--- src/rgb_to_nv21_pixel_converter_defines.svh ---
// Assertion macros for the RGB to NV21 converter.
// Used by the top level; expects clk and arst_n in scope.
`ifndef RGB_TO_NV21_PIXEL_CONVERTER_DEFINES_SVH
`define RGB_TO_NV21_PIXEL_CONVERTER_DEFINES_SVH

// same-cycle implication
`define RGBNV21_ASSERT_IMPL(lbl, ante, cons, msg) \
	lbl: assert property (@(posedge clk) disable iff (!arst_n) (ante) |-> (cons)) \
		else $error(msg);

// next-cycle implication
`define RGBNV21_ASSERT_NEXT(lbl, ante, cons, msg) \
	lbl: assert property (@(posedge clk) disable iff (!arst_n) (ante) |=> (cons)) \
		else $error(msg);

`endif

--- src/rgbnv21_pkg.sv ---
// Shared types, constants and helpers for the RGB to NV21 converter.
// No dependencies.
package rgbnv21_pkg;

	localparam int PIX_W = 8;
	localparam int CNT_W = 12;
	localparam int DIM_W = 13;
	localparam logic [DIM_W-1:0] MAX_DIM = 13'd4096;

	localparam logic [DIM_W-1:0] LINE_WIDTH_RESET   = 13'd640;
	localparam logic [DIM_W-1:0] FRAME_HEIGHT_RESET = 13'd480;

	// register indexes
	localparam logic CFG_LINE_WIDTH   = 1'b0;
	localparam logic CFG_FRAME_HEIGHT = 1'b1;

	typedef struct packed {
		logic even_col;
		logic odd_row;
		logic frame_end;
	} pos_t;

	// last index for a configured size; zero acts as one, oversize as the max
	function automatic logic [CNT_W-1:0] dim_last(input logic [DIM_W-1:0] dim);
		logic [DIM_W-1:0] d;
		begin
			if (dim == '0) begin
				d = 13'd1;
			end else if (dim > MAX_DIM) begin
				d = MAX_DIM;
			end else begin
				d = dim;
			end
			dim_last = CNT_W'(d - 13'd1);
		end
	endfunction

	function automatic logic [PIX_W-1:0] sat_byte(input logic signed [10:0] q);
		begin
			if (q < 0) begin
				sat_byte = '0;
			end else if (q > 11'sd255) begin
				sat_byte = 8'hFF;
			end else begin
				sat_byte = q[7:0];
			end
		end
	endfunction

endpackage

--- src/rgbnv21_csc.sv ---
// BT.601 color space conversion for one pixel: luma and the Cb or Cr byte.
// Combinational; depends on rgbnv21_pkg.
module rgbnv21_csc (
	input  logic [rgbnv21_pkg::PIX_W-1:0] blue,
	input  logic [rgbnv21_pkg::PIX_W-1:0] green,
	input  logic [rgbnv21_pkg::PIX_W-1:0] red,
	input  rgbnv21_pkg::pos_t             pos,
	output logic [rgbnv21_pkg::PIX_W-1:0] luma,
	output logic [rgbnv21_pkg::PIX_W-1:0] chroma
);
	import rgbnv21_pkg::*;

	logic        [15:0] y_sum;
	logic signed [16:0] bs, gs, rs;
	logic signed [16:0] cb_sum, cr_sum;
	logic signed [10:0] y_q, cb_q, cr_q;

	assign y_sum = 16'd66 * {8'd0, red} + 16'd129 * {8'd0, green}
		+ 16'd25 * {8'd0, blue} + 16'd128;

	assign bs = signed'({9'd0, blue});
	assign gs = signed'({9'd0, green});
	assign rs = signed'({9'd0, red});

	assign cb_sum = -17'sd38 * rs - 17'sd74 * gs + 17'sd112 * bs + 17'sd128;
	assign cr_sum = 17'sd112 * rs - 17'sd94 * gs - 17'sd18 * bs + 17'sd128;

	// arithmetic shift gives floor division for negative sums
	assign y_q  = signed'({3'd0, y_sum[15:8]}) + 11'sd16;
	assign cb_q = 11'(cb_sum >>> 8) + 11'sd128;
	assign cr_q = 11'(cr_sum >>> 8) + 11'sd128;

	always_comb begin
		luma = sat_byte(y_q);
		if (!pos.even_col) begin
			chroma = '0;
		end else if (pos.odd_row) begin
			chroma = sat_byte(cr_q);
		end else begin
			chroma = sat_byte(cb_q);
		end
	end

endmodule

--- src/rgb_to_nv21_pixel_converter.sv ---
// Top level of the RGB to NV21 pixel converter.
// Depends on rgbnv21_pkg, rgbnv21_csc and rgb_to_nv21_pixel_converter_defines.svh.
//
// Usage:
//  - Pixels enter on the s_ stream, one per request: blue, green, red bytes.
//  - Each pixel gives one request on the m_ stream: luma, plus a chroma byte
//    on even columns (Cb on even rows, Cr on odd rows) flagged in m_tuser.
//    m_tlast marks the last pixel of the frame.
//  - line_width and frame_height are written on the cfg port while idle;
//    zero acts as 1 and sizes above 4096 act as 4096. Writes keep the
//    position counters.
//  - There are two registers: an input register holds the pixel and its
//    position flags, the conversion logic feeds the output register.
//  - Throughput is one pixel per cycle while m_tready is high; s_tready stays
//    high while either register is empty or the output register is being drained.
//  - When m_tready is low the result holds, the input register fills, and
//    s_tready then drops until the receiver takes the result.
//  - Reset clears the counters to the frame origin, empties both registers
//    and restores 640 x 480.
module rgb_to_nv21_pixel_converter (
	input  logic        clk,
	input  logic        arst_n,
	input  logic        s_tvalid,
	output logic        s_tready,
	input  logic [23:0] s_tdata,   // blue[7:0], green[15:8], red[23:16]
	output logic        m_tvalid,
	input  logic        m_tready,
	output logic [15:0] m_tdata,   // luma[7:0], chroma[15:8]
	output logic [1:0]  m_tuser,   // chroma_valid[0], chroma_is_red_diff[1]
	output logic        m_tlast,
	input  logic        cfg_we,
	input  logic        cfg_index,
	input  logic [rgbnv21_pkg::DIM_W-1:0] cfg_data
);
	import rgbnv21_pkg::*;

	logic [DIM_W-1:0] line_width_q, frame_height_q;
	logic [CNT_W-1:0] column_q, row_q;
	logic [CNT_W-1:0] last_col, last_row;
	logic             end_col, end_row, accept, s2_load;

	logic             valid_s1, valid_s2;
	logic [PIX_W-1:0] blue_s1, green_s1, red_s1;
	pos_t             pos_s1, pos_s2, pos_next;
	logic [PIX_W-1:0] luma_s2, chroma_s2, luma_c, chroma_c;

	always_ff @(posedge clk or negedge arst_n) begin
		if (!arst_n) begin
			line_width_q   <= LINE_WIDTH_RESET;
			frame_height_q <= FRAME_HEIGHT_RESET;
		end else if (cfg_we) begin
			unique case (cfg_index)
				CFG_LINE_WIDTH:   line_width_q   <= cfg_data;
				CFG_FRAME_HEIGHT: frame_height_q <= cfg_data;
				default: ;
			endcase
		end
	end

	assign last_col = dim_last(line_width_q);
	assign last_row = dim_last(frame_height_q);
	assign end_col  = column_q >= last_col;
	assign end_row  = row_q >= last_row;

	assign s2_load  = valid_s1 && (!valid_s2 || m_tready);
	assign s_tready = !valid_s1 || !valid_s2 || m_tready;
	assign accept   = s_tvalid && s_tready;

	assign pos_next.even_col  = ~column_q[0];
	assign pos_next.odd_row   = row_q[0];
	assign pos_next.frame_end = end_col && end_row;

	always_ff @(posedge clk or negedge arst_n) begin
		if (!arst_n) begin
			column_q <= '0;
			row_q    <= '0;
		end else if (accept) begin
			if (end_col) begin
				column_q <= '0;
				row_q    <= end_row ? '0 : row_q + 12'd1;
			end else begin
				column_q <= column_q + 12'd1;
			end
		end
	end

	always_ff @(posedge clk or negedge arst_n) begin
		if (!arst_n) begin
			valid_s1 <= 1'b0;
			valid_s2 <= 1'b0;
		end else begin
			if (accept) begin
				valid_s1 <= 1'b1;
			end else if (s2_load) begin
				valid_s1 <= 1'b0;
			end
			if (s2_load) begin
				valid_s2 <= 1'b1;
			end else if (m_tready) begin
				valid_s2 <= 1'b0;
			end
		end
	end

	always_ff @(posedge clk) begin
		if (accept) begin
			blue_s1  <= s_tdata[7:0];
			green_s1 <= s_tdata[15:8];
			red_s1   <= s_tdata[23:16];
			pos_s1   <= pos_next;
		end
		if (s2_load) begin
			luma_s2   <= luma_c;
			chroma_s2 <= chroma_c;
			pos_s2    <= pos_s1;
		end
	end

	rgbnv21_csc u_csc (
		.blue   (blue_s1),
		.green  (green_s1),
		.red    (red_s1),
		.pos    (pos_s1),
		.luma   (luma_c),
		.chroma (chroma_c)
	);

	assign m_tvalid = valid_s2;
	assign m_tdata  = {chroma_s2, luma_s2};
	assign m_tuser  = {pos_s2.even_col & pos_s2.odd_row, pos_s2.even_col};
	assign m_tlast  = pos_s2.frame_end;

`include "rgb_to_nv21_pixel_converter_defines.svh"

	`RGBNV21_ASSERT_NEXT(a_s1_to_s2, s2_load, valid_s2, "result lost moving to output register")
	`RGBNV21_ASSERT_IMPL(a_cr_flag, valid_s2 && m_tuser[1], m_tuser[0], "Cr flag without chroma")
	`RGBNV21_ASSERT_NEXT(a_col0_even, accept && column_q == '0, pos_s1.even_col, "column 0 not even")
	`RGBNV21_ASSERT_NEXT(a_wrap, accept && end_col, column_q == '0, "column did not wrap")

endmodule
--- config.mk ---
export PLATFORM = sky130hd
export DESIGN_NAME = rgb_to_nv21_pixel_converter
export DESIGN_NICKNAME = d
export VERILOG_FILES = /design/src/rgbnv21_pkg.sv /design/src/rgbnv21_csc.sv /design/src/rgb_to_nv21_pixel_converter.sv
export VERILOG_INCLUDE_DIRS = /design/src /design/src/src
export SDC_FILE = /design/constraint.sdc
export NUM_CORES = 1
export LEC_CHECK = 0
export ABC_AREA = 1
export BUFFER_PORTS_ARGS = -buffer_cell sky130_fd_sc_hd__buf_2
export CAP_MARGIN = 25
export CORE_MARGIN = 2
export CORE_UTILIZATION = 62
export CTS_BUF_LIST = sky130_fd_sc_hd__clkbuf_4
export CTS_CLUSTER_SIZE = 10
export DETAILED_ROUTE_END_ITERATION = 10
export PLACE_DENSITY = 0.8
export SLEW_MARGIN = 25
export SYNTH_ARGS = -nofsm -noshare
export SYNTH_HDL_FRONTEND = slang
export SYNTH_SLANG_ARGS = --single-unit
--- constraint.sdc ---
create_clock -name clk -period 7.45 [get_ports clk]
set_input_delay 1.49 -clock clk [delete_from_list [all_inputs] [get_ports clk]]
set_output_delay 1.49 -clock clk [all_outputs]
set_load 0.01 [all_outputs]
Word-level counts from Yosys, hierarchy flattened --
Cells that the tools add are included.
Operators by class: multiply operators 9, reduce and logical (&&, ||, !) cells 15, bitwise logic cells 3, mux-type cells 16, add/subtract/negate cells 16, magnitude comparators 10
Operator list (number):
- 2-to-1 mux 12 bit | 6
- subtractor 17 bit | 3
- 2-to-1 mux 8 bit | 6
- multiplier 6 x 8 -> 14 bit, first input constant | 3
- adder 17 x 9 -> 17 bit, second input constant | 2
- > comparator 13 bit, second input constant | 2
- logical NOT 13 bit | 2
- adder 12 x 1 -> 12 bit, second input constant | 2
- greater-or-equal comparator 12 bit | 2
- subtractor 12 x 1 -> 12 bit, second input constant | 2
- multiplier 3 x 8 -> 11 bit, first input constant | 2
- adder 9 x 9 -> 10 bit, second input constant | 2
- > comparator 10 x 9 -> 1 bit, second input constant | 2
- less-than comparator 10 x 1 -> 1 bit, second input constant | 2
- adder 17 bit | 1
- adder 15 x 16 -> 16 bit | 1
- adder 16 x 13 -> 16 bit | 1
- adder 16 x 8 -> 16 bit, second input constant | 1
- multiplier 8 x 8 -> 16 bit, first input constant | 1
- multiplier 6 x 9 -> 15 bit, first input constant | 1
- multiplier 5 x 8 -> 13 bit, first input constant | 1
- multiplier 4 x 8 -> 12 bit, first input constant | 1
- > comparator 11 x 9 -> 1 bit, second input constant | 1
- less-than comparator 11 x 1 -> 1 bit, second input constant | 1
- other kinds (9) | 21
Word-level totals: register bits 98, word-level logic and storage cells 86

Depth between registers and ports, before layout --
depth after elaboration 9, mapped depth 38, gate-level depth less buffers 38

By module --
From an unflattened synthesis, not the netlist that was laid out.
Second synthesis, totals: cells, all modules 1718, area, all modules 13880.8 um^2
Modules (own cells, without submodules):
- rgbnv21_csc | times used 1, area each 8755.9 um^2, cells each 1155, sequential area each 0.0 um^2
- rgb_to_nv21_pixel_converter | times used 1, area each 5124.9 um^2, cells each 563, sequential area each 2690.1 um^2

Worst setup path before layout --
No wires, ideal clock.
path type reg-to-reg, start point reg red_s1[5], end point reg chroma_s2[0] (data pin), stages on the path, launching flop included 32, path slack 1.145 ns, data arrival time 6.044 ns, buffers on the path 0, required time 7.188 ns, cell sequence edfxtp_1 > inv_1 > ha_1 > inv_1 > fa_1 > fa_1 > ha_1 > ha_1 > a21oi_1 > o21ai_0 > a21o_1 > a21oi_1 > inv_1 > a21oi_1 > nor2_1 > nor2_1 > xor2_1 > fa_1 > ha_1 > ha_1 > nand2_1 > nor2_1 > and2_1 > nand2_1 > nand2_1 > nand2_1 > nand2_1 > inv_1 > ha_1 > inv_1 > o211ai_1 > a21oi_1
On the way: longest elaborated chain between the ends 9
RTL lines:
- from (decl) | RTL line rgb_to_nv21_pixel_converter.sv:43 | logic [PIX_W-1:0] blue_s1, green_s1, red_s1;
- from (signal assigned) | RTL line rgb_to_nv21_pixel_converter.sv:109 | red_s1 <= s_tdata[23:16];
- multiplier 6 x 9 -> 15 bit or multiplier 3 x 8 -> 11 bit (tied branches) | RTL line rgbnv21_csc.sv:25, rgbnv21_csc.sv:26
- subtractor 17 bit, on equally long branches | RTL line rgbnv21_csc.sv:25, rgbnv21_csc.sv:26
- adder 17 bit or subtractor 17 bit (tied branches) | RTL line rgbnv21_csc.sv:25, rgbnv21_csc.sv:26
- adder 17 x 9 -> 17 bit, on equally long branches | RTL line rgbnv21_csc.sv:25, rgbnv21_csc.sv:26
- adder 9 x 9 -> 10 bit, on equally long branches | RTL line rgbnv21_csc.sv:30, rgbnv21_csc.sv:31
- > comparator 10 x 9 -> 1 bit | RTL line rgbnv21_pkg.sv:42 | end else if (q > 11'sd255) begin
- 2-to-1 mux 8 bit | RTL line rgbnv21_pkg.sv:42
- 2-to-1 mux 8 bit | RTL line rgbnv21_pkg.sv:40 | if (q < 0) begin
- 2-to-1 mux 8 bit (*) | RTL line rgbnv21_csc.sv:37 | end else if (pos.odd_row) begin
- to (signal assigned) | RTL line rgb_to_nv21_pixel_converter.sv:114 | chroma_s2 <= chroma_c;
- to (decl) | RTL line rgb_to_nv21_pixel_converter.sv:45 | logic [PIX_W-1:0] luma_s2, chroma_s2, luma_c, chroma_c;
Mark *: on every way between the ends. The rest lies on a longest branch, timed or not. A chain may end at the register's enable or synchronous reset.

Final worst setup path --
start point reg red_s1[2], end point reg chroma_s2[1] (data pin)
Same word-level chain as after synthesis.

==> run_summary.xml <==
<?xml version="1.0" encoding="UTF-8"?>
<metrics>
  <group name="worst_setup_path">
    <metric name="worstSetupPathDepth" unit="">34</metric>
    <metric name="crit_fanout" unit="">9</metric>
    <metric name="cp_data_required_time" unit="ps">7710</metric>
    <metric name="critical_path.n_buffers_inverters" unit="">8</metric>
    <metric name="r2r_end" unit="">chroma_s2[1]</metric>
    <metric name="worstSetupStartpointType" unit="">flip-flop</metric>
    <metric name="endpoint" unit="">chroma_s2[1]</metric>
    <metric name="cp-startpoint" unit="">red_s1[2]</metric>
    <metric name="startpoint_of_the_worst_register_to_register_path" unit="">red_s1[2]</metric>
    <metric name="ff2ff_path_depth" unit="">34</metric>
    <metric name="critical_path.top_delay_family" unit="">adder cells</metric>
    <metric name="critical-path-top-cell-by-count" unit="">sky130_fd_sc_hd__inv_1</metric>
    <metric name="crit_path_top_delay_cell" unit="">sky130_fd_sc_hd__edfxtp_1</metric>
    <metric name="worst-r2r-setup-slack" unit="ps">430</metric>
    <metric name="worst_ep_arrival" unit="ps">7280</metric>
    <metric name="slowest_delay" unit="ps">680</metric>
    <metric name="timing.setup.critical_path_class" unit="">flip-flop to flip-flop</metric>
    <metric name="timing.critical_path.to_type" unit="">flip-flop</metric>
  </group>
  <group name="synthesis">
    <metric name="ys_ff_latch" unit="">98</metric>
    <metric name="synth.top_cells.by_area" unit="">sky130_fd_sc_hd__ha_1 (25%), sky130_fd_sc_hd__fa_1 (14%), sky130_fd_sc_hd__nand2_1 (10%)</metric>
    <metric name="async_reset_ff_frac" unit="">0.5306</metric>
    <metric name="post_synthesis_mean_instance_area" unit="um2">8.019</metric>
    <metric name="postSynthNetCount" unit="">2162</metric>
    <metric name="yosys_warnings" unit="">0</metric>
    <metric name="post_synth_instance_area" unit="mm2">0.01399</metric>
    <metric name="synth_top_cells_by_count" unit="">sky130_fd_sc_hd__nand2_1 (377), sky130_fd_sc_hd__inv_1 (356), sky130_fd_sc_hd__ha_1 (278), sky130_fd_sc_hd__nor2_1 (108), sky130_fd_sc_hd__fa_1 (96)</metric>
    <metric name="post_synthesis_cell_type_count" unit="">48</metric>
    <metric name="synth_cells" unit="">1745</metric>
    <metric name="post-synth-top-count-cell" unit="">sky130_fd_sc_hd__nand2_1</metric>
    <metric name="synth-edff-count" unit="">46</metric>
    <metric name="synth.top_cell.area_share" unit="">0.2486</metric>
    <metric name="sequential_cell_area_fraction_in_the_yosys_report" unit="">0.1922</metric>
    <metric name="synth_top_flop_cell" unit="">sky130_fd_sc_hd__edfxtp_1</metric>
    <metric name="synth_top_cell_by_area" unit="">sky130_fd_sc_hd__ha_1</metric>
  </group>
  <group name="final_layout">
    <metric name="layout-drive-gt1-share" unit="">0.08411</metric>
    <metric name="final_util" unit="">0.6737</metric>
    <metric name="areaGrowthSynthToFinish" unit="%">5.723</metric>
    <metric name="fill_cells" unit="">1819</metric>
    <metric name="nNetsFinal" unit="">2231</metric>
  </group>
  <group name="die">
    <metric name="floorplan.core_area" unit="mm2">0.02196</metric>
    <metric name="rows" unit="">54</metric>
    <metric name="fp.dieArea" unit="mm2">0.02379</metric>
    <metric name="initial_cell_density_of_the_core" unit="">0.6373</metric>
    <metric name="die-width" unit="um">154.2</metric>
    <metric name="die_h" unit="um">154.2</metric>
    <metric name="boundaryPins" unit="">64</metric>
  </group>
  <group name="sta">
    <metric name="report.final.hold_viol_count" unit="">0</metric>
    <metric name="slew_viol_final" unit="">0</metric>
    <metric name="finalSetupViolations" unit="">0</metric>
    <metric name="max_freq" unit="MHz">142.5</metric>
    <metric name="timing.final.crit_period" unit="ps">7018</metric>
    <metric name="worst_pin_slew" unit="ps">766.0</metric>
    <metric name="period_share" unit="">0.9421</metric>
    <metric name="timing.max_slew.rel_slack" unit="">0.4893</metric>
    <metric name="worst_clock_skew" unit="ps">36.99</metric>
    <metric name="final.setup.worst_slack" unit="ps">431.5</metric>
  </group>
  <group name="drt">
    <metric name="wl_per_cell" unit="um">15.39</metric>
    <metric name="antenna_left" unit="">0</metric>
    <metric name="drc" unit="">0</metric>
    <metric name="route.detailed.vias_per_inst" unit="">5.358</metric>
    <metric name="drt_wl_total" unit="mm">32.32</metric>
    <metric name="violation_count_after_the_first_detailed_routing_iteration" unit="">773</metric>
    <metric name="via_count" unit="">11251</metric>
    <metric name="detail_route.first_pass.iterations" unit="">5</metric>
  </group>
  <group name="clock_network">
    <metric name="quantity_of_hold_fixing_buffers_added_after_cts" unit="">0</metric>
    <metric name="cts-htree-levels" unit="">3</metric>
    <metric name="cts_max_path_buffers" unit="">2</metric>
    <metric name="cts_root_buffer" unit="">sky130_fd_sc_hd__clkbuf_4</metric>
    <metric name="clkTransAtPathRegs" unit="ps">190</metric>
    <metric name="post_cts_resized" unit="">0</metric>
    <metric name="cts_tree" unit="">built</metric>
    <metric name="tritoncts.num_buffers" unit="">9</metric>
    <metric name="insertion_delay" unit="ps">510</metric>
    <metric name="post_cts_setup_buffers" unit="">0</metric>
    <metric name="cts.sinks" unit="">98</metric>
  </group>
  <group name="global_route">
    <metric name="groute.layer.met3.usage" unit="">0.05632</metric>
    <metric name="grt_pass1_vias" unit="">11385</metric>
    <metric name="grt-busiest-layer" unit="">met2</metric>
    <metric name="grt_antenna_before_repair" unit="">1</metric>
    <metric name="first_pass_grt_wire_length" unit="mm">53.59</metric>
    <metric name="met1_routing_resource_usage_after_global_routing" unit="">0.3542</metric>
    <metric name="grt_max_degree" unit="">53</metric>
    <metric name="grtUsageTotal" unit="">0.2837</metric>
    <metric name="global_route.overflow_total" unit="">0</metric>
    <metric name="grtUsageMet2" unit="">0.4896</metric>
  </group>
  <group name="job">
    <metric name="maxCapViolCount" unit="">0</metric>
  </group>
  <group name="placement">
    <metric name="dpl_worst_slack" unit="ps">534.1</metric>
    <metric name="placement.io_buffers" unit="">63</metric>
    <metric name="hpwl" unit="mm">27.35</metric>
    <metric name="place.gp.congestion" unit="">0.9508</metric>
  </group>
  <group name="min_path">
    <metric name="min-delay-path-class" unit="">flip-flop to flip-flop</metric>
  </group>
  <group name="status">
    <metric name="run_status" unit="">complete, no violations</metric>
  </group>
</metrics>
-- registers in the layout, indices dropped and copies added (netlist names) --
signal,flops
frame_height_q,13
luma_s2,8
row_q,12
blue_s1,8
line_width_q,13
green_s1,8
red_s1,8
m_tvalid,1
pos_s1,3
pos_s2,1
chroma_s2,8
valid_s1,1
column_q,12
m_tuser,1
m_tlast,1
-- worst min-delay path by stage --
stage | start | endpoint | slack (ps) | cells after the start
after global routing | pos_s1[0] | m_tlast | 450 | 0
final | pos_s1[0] | m_tlast | 440 | 0
after floorplan | pos_s1[0] | m_tlast | 400 | 0
after CTS | pos_s1[0] | m_tlast | 440 | 0
after detailed placement | pos_s1[0] | m_tlast | 420 | 0
after global placement | pos_s1[0] | m_tlast | 400 | 0
-- through the flow --
step	hold WS (ps)	std cells	area, um2	TNS (ps)
floorplan	400.3	1745	13990	0
global route	452.9	2100	14790	-9.516
global placement	403.8	2083	14670	0
detailed placement	418.5	2083	14670	0
finish	439.4	2100	14790	0
CTS	440.4	2099	14790	0
-- final cells by class --
class	instances	area, um2	share of cell area
diodes	1	2.502	0.0001691
clock inverters	7	58.81	0.003975
multi-input cells	1270	9887	0.6683
flip-flops and latches	98	2690	0.1818
well taps	280	350.3	0.02368
inverters	365	1370	0.09261
clock buffers	9	67.56	0.004567
repair buffers	70	367.9	0.02486
-- layout by cell type (no fill, tap or decap), types with 14 or more instances in the layout --
master and n:
sky130_fd_sc_hd__a21oi_1 91, sky130_fd_sc_hd__buf_2 63, sky130_fd_sc_hd__dfrtp_1 46, sky130_fd_sc_hd__edfxtp_1 46, sky130_fd_sc_hd__fa_1 96, sky130_fd_sc_hd__ha_1 278, sky130_fd_sc_hd__inv_1 356, sky130_fd_sc_hd__nand2_1 377
sky130_fd_sc_hd__nand2_2 17, sky130_fd_sc_hd__nand3_1 64, sky130_fd_sc_hd__nand4_1 16, sky130_fd_sc_hd__nor2_1 107, sky130_fd_sc_hd__nor3_1 14, sky130_fd_sc_hd__o21ai_0 48, sky130_fd_sc_hd__xnor2_1 25, sky130_fd_sc_hd__xor2_1 55
-- routing by layer --
layer / routed length (um) / vias to the layer above
li1: - / 5691
met1: 13840 / 5205
met2: 15440 / 285
met3: 1977 / 70
met4: 1060 / 0
met5: 0 / -
-- cell families (layout without fill, tap and decap cells) --
kind of cell / count (synthesis) / after routing / share of synthesized area
adders and majority gates: 374 / 374 / 0.3859
and+or+nand+nor: 635 / 635 / 0.1967
other: 0 / 1 / 0
DFF: 98 / 98 / 0.1922
buffers and inverters: 377 / 451 / 0.1020
AOI/OAI and AO/OA: 180 / 180 / 0.07189
xor gates and xnor gates: 81 / 81 / 0.05123
Power is not shown: default switching activity piles up to over one toggle a cycle in this logic, so the estimate is an artifact.
